### config.mk
export PLATFORM = sky130hd
export DESIGN_NAME = csdm_ctrl
export DESIGN_NICKNAME = d
export VERILOG_FILES = /design/src/rtl/core/csdm_pkg.sv /design/src/rtl/core/csdm_ctrl.sv
export SDC_FILE = /design/constraint.sdc
export NUM_CORES = 1
export LEC_CHECK = 0
export ABC_AREA = 1
export ABC_CLOCK_PERIOD_IN_PS = 1300
export BUFFER_PORTS_ARGS = -buffer_cell sky130_fd_sc_hd__buf_2
export CORE_AREA = 2 2 39 41
export DETAILED_ROUTE_END_ITERATION = 7
export DIE_AREA = 0 0 41 43
export GPL_TIMING_DRIVEN = 0
export SLEW_MARGIN = 20
export SYNTH_ARGS = -nofsm -noshare
export SYNTH_HDL_FRONTEND = slang
export SYNTH_SLANG_ARGS = --single-unit
### constraint.sdc
create_clock -name clk -period 1.3 [get_ports clk]
set_input_delay 0.26 -clock clk [delete_from_list [all_inputs] [get_ports clk]]
set_output_delay 0.26 -clock clk [all_outputs]
set_load 0.03 [all_outputs]
### src/rtl/core/csdm_pkg.sv
`timescale 1ns / 1ps
package csdm_pkg;

  localparam int MAX_LEN_DEF     = 64;
  localparam int MAX_ENTRIES_DEF = 1024;
  localparam int CHAR_W          = 8;
  localparam int CFG_W           = 7;
  localparam int INDEX_W         = 10;
  localparam int HASH_W          = 32;
  localparam logic [HASH_W-1:0] HASH_SEED = 32'd13131;
  localparam logic [CFG_W-1:0]  STR_LEN_RESET = 7'd1;

  typedef enum logic [3:0] {
    ST_RECV,
    ST_ROT_RD,
    ST_ROT_EV,
    ST_HSH_INIT,
    ST_HSH_RD,
    ST_HSH_EV,
    ST_SCN_RD,
    ST_SCN_EV,
    ST_BYT_RD,
    ST_BYT_EV,
    ST_STORE
  } state_t;

  typedef struct packed {
    logic take;
    logic rot_eval;
    logic hash_init;
    logic hash_eval;
    logic scan_eval;
    logic byte_eval;
    logic commit;
  } cmd_t;

  typedef struct packed {
    logic str_done;
    logic n_one;
    logic rot_done;
    logic i_last;
    logic j_last;
    logic count_zero;
    logic hash_eq;
    logic byte_eq;
    logic out_busy;
  } status_t;

endpackage

### src/rtl/core/csdm_ctrl.sv
`timescale 1ns / 1ps
module csdm_ctrl (
  input  logic              clk,
  input  logic              rst,
  input  logic              in_valid,
  input  csdm_pkg::status_t sts,
  output csdm_pkg::cmd_t    cmd
);
  import csdm_pkg::*;

  state_t state, state_next;

  always_ff @(posedge clk) begin
    if (rst) begin
      state <= ST_RECV;
    end else begin
      state <= state_next;
    end
  end

  always_comb begin
    state_next = state;
    unique case (state)
      ST_RECV: begin
        if (in_valid && sts.str_done) begin
          state_next = sts.n_one ? ST_HSH_INIT : ST_ROT_RD;
        end
      end
      ST_ROT_RD:   state_next = ST_ROT_EV;
      ST_ROT_EV:   state_next = sts.rot_done ? ST_HSH_INIT : ST_ROT_RD;
      ST_HSH_INIT: state_next = ST_HSH_RD;
      ST_HSH_RD:   state_next = ST_HSH_EV;
      ST_HSH_EV: begin
        if (sts.i_last) begin
          state_next = sts.count_zero ? ST_STORE : ST_SCN_RD;
        end else begin
          state_next = ST_HSH_RD;
        end
      end
      ST_SCN_RD: state_next = ST_SCN_EV;
      ST_SCN_EV: begin
        if (sts.hash_eq) begin
          state_next = ST_BYT_RD;
        end else begin
          state_next = sts.j_last ? ST_STORE : ST_SCN_RD;
        end
      end
      ST_BYT_RD: state_next = ST_BYT_EV;
      ST_BYT_EV: begin
        if (!sts.byte_eq) begin
          state_next = sts.j_last ? ST_STORE : ST_SCN_RD;
        end else begin
          state_next = sts.i_last ? ST_STORE : ST_BYT_RD;
        end
      end
      ST_STORE: begin
        if (!sts.out_busy) begin
          state_next = ST_RECV;
        end
      end
      default: state_next = ST_RECV;
    endcase
  end

  always_comb begin
    cmd = '0;
    unique case (state)
      ST_RECV:     cmd.take      = 1'b1;
      ST_ROT_EV:   cmd.rot_eval  = 1'b1;
      ST_HSH_INIT: cmd.hash_init = 1'b1;
      ST_HSH_EV:   cmd.hash_eval = 1'b1;
      ST_SCN_EV:   cmd.scan_eval = 1'b1;
      ST_BYT_EV:   cmd.byte_eval = 1'b1;
      ST_STORE:    cmd.commit    = !sts.out_busy;
      default:     cmd = '0;
    endcase
  end
endmodule

* After elaboration in Yosys (flattened, before gate mapping)
Index checks and enable logic that the tools add are counted. Widths: inputs -> output; s select.
Storage, ports and cells: bits in registers 4, bits of input ports 12, word-level logic and storage cells 35, output and inout bits 7
Operators by class: muxes and demuxes 18, reductions and logical operators 4, equal/unequal tests 12
Operators by type and width (count):
- $pmux 4 s11 | 1
- $mux 4 | 7
- $eq 4x3->1 const B | 4
- $eq 4x4->1 const B | 3
- $eq 4x2->1 const B | 2
- $mux 1 | 7
- $mux 2 | 3
- $eq 4x1->1 const B | 1
- $logic_not 4->1 | 1
- $ne 2x2->1 const B | 2
- $reduce_and 2->1 | 1
- $logic_and 1x1->1 | 1
- $logic_not 1->1 | 1

* Longest topological paths before layout
depth after elaboration 3, mapped depth 8, depth with buffers taken out 8

* Worst setup path after synthesis
Ideal clock, no wire load.
kind flip-flop to output port, start point register state[1], end point output cmd[5] (netlist name), data required time 1040 ps, stages on the path, launching flop included 3, setup slack -154 ps, path buffers 0, data arrival time 1194 ps, path through dfxtp_1 -> inv_2 -> nor3_1
RTL lines:
- start, declared | RTL line csdm_ctrl.sv:11 | state_t state, state_next;
- start signal, assigned | RTL line csdm_ctrl.sv:17 | state <= state_next;
- end, declared | RTL line csdm_ctrl.sv:7 | output csdm_pkg::cmd_t cmd

==> run metrics <==
port bufs=18; multi-input logic area=324.1 µm²; Fmax=742.5 MHz; Starting Density=0.2676; routed vias/inst=4.617; vias in the first global route=481; mapped cell area=370.4 µm²; Synth area leader=nand2_1; fraction of layout cells with a size suffix above 1=0.5960; DRT Pass-1 Iters=4; initial drt markers=11; DRT Wirelength=1183 µm; Worst-Skew Late Latency=0.23 ns; WP data required=1.04 ns; DRC Markers=0; row count=14; final worst-path cycle share=1.036; I/O pin cnt=19; post-route ant nets=0; total CTS buffers=3; Placeable Area=0.001384 mm²; Nets=113; pwr/cell area=837.7 mW/mm²; Storage cell area=95.09 µm²; final setup skew=0.006087 ns; Final setup viols=4; ranking of synthesized cells by area=nand2_1 22%, dfxtp_1 22%, nor2_1 11%; arrival time at the worst endpoint=1.09 ns; max reg flops=4; Synth async-reset ratio=0; most used flip-flop cell after synthesis=dfxtp_1; Post-DP HPWL=808.4 µm; register area share after synthesis=0.2162; root buffer cell=clkbuf_4; Filler cells=133; Worst-Margin Slew=0.2107 ns; H-tree depth=1; Startpoint Class=flip-flop; ANT cells=0; Post-Route Utilization=0.5190; Post-synth EDFFs=0; Yosys reg bits=4; via count=531; worst hold path type=primary input to flip-flop; die area=0.001763 mm²; largest net degree at the start of global routing=7; Max-slew headroom=0.8580; clock slew at reported path FFs=0.04 ns; Critical Path End Type=output port; GPL Wtd Cong=0.8282; first-pass GRT wire length=1759 µm; Wirelength per Cell=10.29 µm; Setup TNS=-0.1468 ns; most common cell in the netlist=nand2_1; TritonCTS clock tree=yes; synthesized instance count=68; initial antenna violation count=0; Die Ht=43 µm; Crit Path Class=flip-flop to output port; CP max FO=5; Slew Limit Fails=0; syn_area_per_cell=5.446 µm²; RSZ-0062 raised after global routing=yes; Post-CTS Hold Fix Bufs=0; Synth warnings=0; violated checks=setup timing; VDD IR max=422.6 µV; Layout area overhead=93.92%; Synth top cells by count=22 x nand2_1, 11 x nor2_1, 8 x inv_1; net count after synthesis=80; leak pwr=0.3407 nW; Total GRT Usage=0.1444; max-cap violations=0; biggest regs=state (4); most flop-heavy register=state; Die X=41 µm; outcome=finished with violations; Min Clock Period, post-route=1.347 ns; Longest Clk Path Bufs=2; Synth cell types=15; fin worst setup slack=-0.04689 ns; Clock Sinks=4; grt ovf=0; share of the synthesized area in the top cell type=0.2230; Hold Fails Final Rpt=0
==> final cells by class <==
class,count,area share
clock buffers,3,0.03136
well taps,16,0.02787
inverters,10,0.06620
multi-input cells,54,0.4512
flip-flops and latches,4,0.1324
repair buffers,28,0.2909
==> cells in the final DEF (no fill, tap or decap), drive strengths merged <==
master / instances
a21oi: 2
a41oi: 1
nor2: 14
nand3: 7
nor3: 4
inv: 10
buf: 28
dfxtp: 4
a31oi: 1
clkbuf: 3
o21ai: 3
nand2: 22
==> kinds of logic after synthesis <==
| kind of cell | share of synthesized area |
|---|---|
| simple gates | 0.5642 |
| buf+inv | 0.1014 |
| compound gates | 0.1182 |
| flops | 0.2162 |
==> through the flow <==
step	cell area, µm²	cells	setup WS, ns	total power (W)	hold WS, ns
after floorplan	382.9	68	0.02659	0.0002925	0.3224
after global placement	493.0	102	-0.006068	0.0003489	0.4732
after detailed placement	493.0	102	0.002836	0.0003498	0.4810
after CTS	664.4	114	-0.04027	0.0005823	0.2273
after global routing	718.2	115	-0.1092	0.0006467	0.2286
final	718.2	115	-0.04689	0.0006016	0.2267
==> final timing paths <==
path	cells after the start	slack [ns]	endpoint	startpoint
setup reg to reg	9	0.06	state[1]	state[0]
hold reg to reg	1	0.52	state[0]	state[0]
setup / recovery	3	-0.05	cmd[3]	state[1]
hold / removal	2	0.23	state[1]	rst
==> routing by layer <==
layer | part of all wire | GRT usage | vias to the layer above
met5 | 0 | 0 | -
met4 | 0 | 0.06000 | 0
met3 | 0.053 | 0.03141 | 0
met2 | 0.54 | 0.2500 | 14
met1 | 0.40 | 0.1571 | 236
li1 | - | - | 281
==> worst max-delay path: stages (launching register included) <==
cell and delay (ns):
dfxtp_4 0.36, buf_4 0.14, nor3_4 0.19, buf_6 0.15
==> repair_timing <==
action                                  4_1_cts  5_1_grt
endpoints found under the setup margin        7        9
pin swaps                                     4        4
endpoints found under the hold margin         0        0
resized for setup                            31       15
setup buffers                                 9        1
==> power by group <==
part           switching (W)  total, W  internal (W)
Combinational       0.000155  0.000285      0.000131
Clock              0.0000454  0.000148      0.000103
Sequential         0.0000323  0.000168      0.000136
Note: power is estimated with default switching activity, not from simulation.
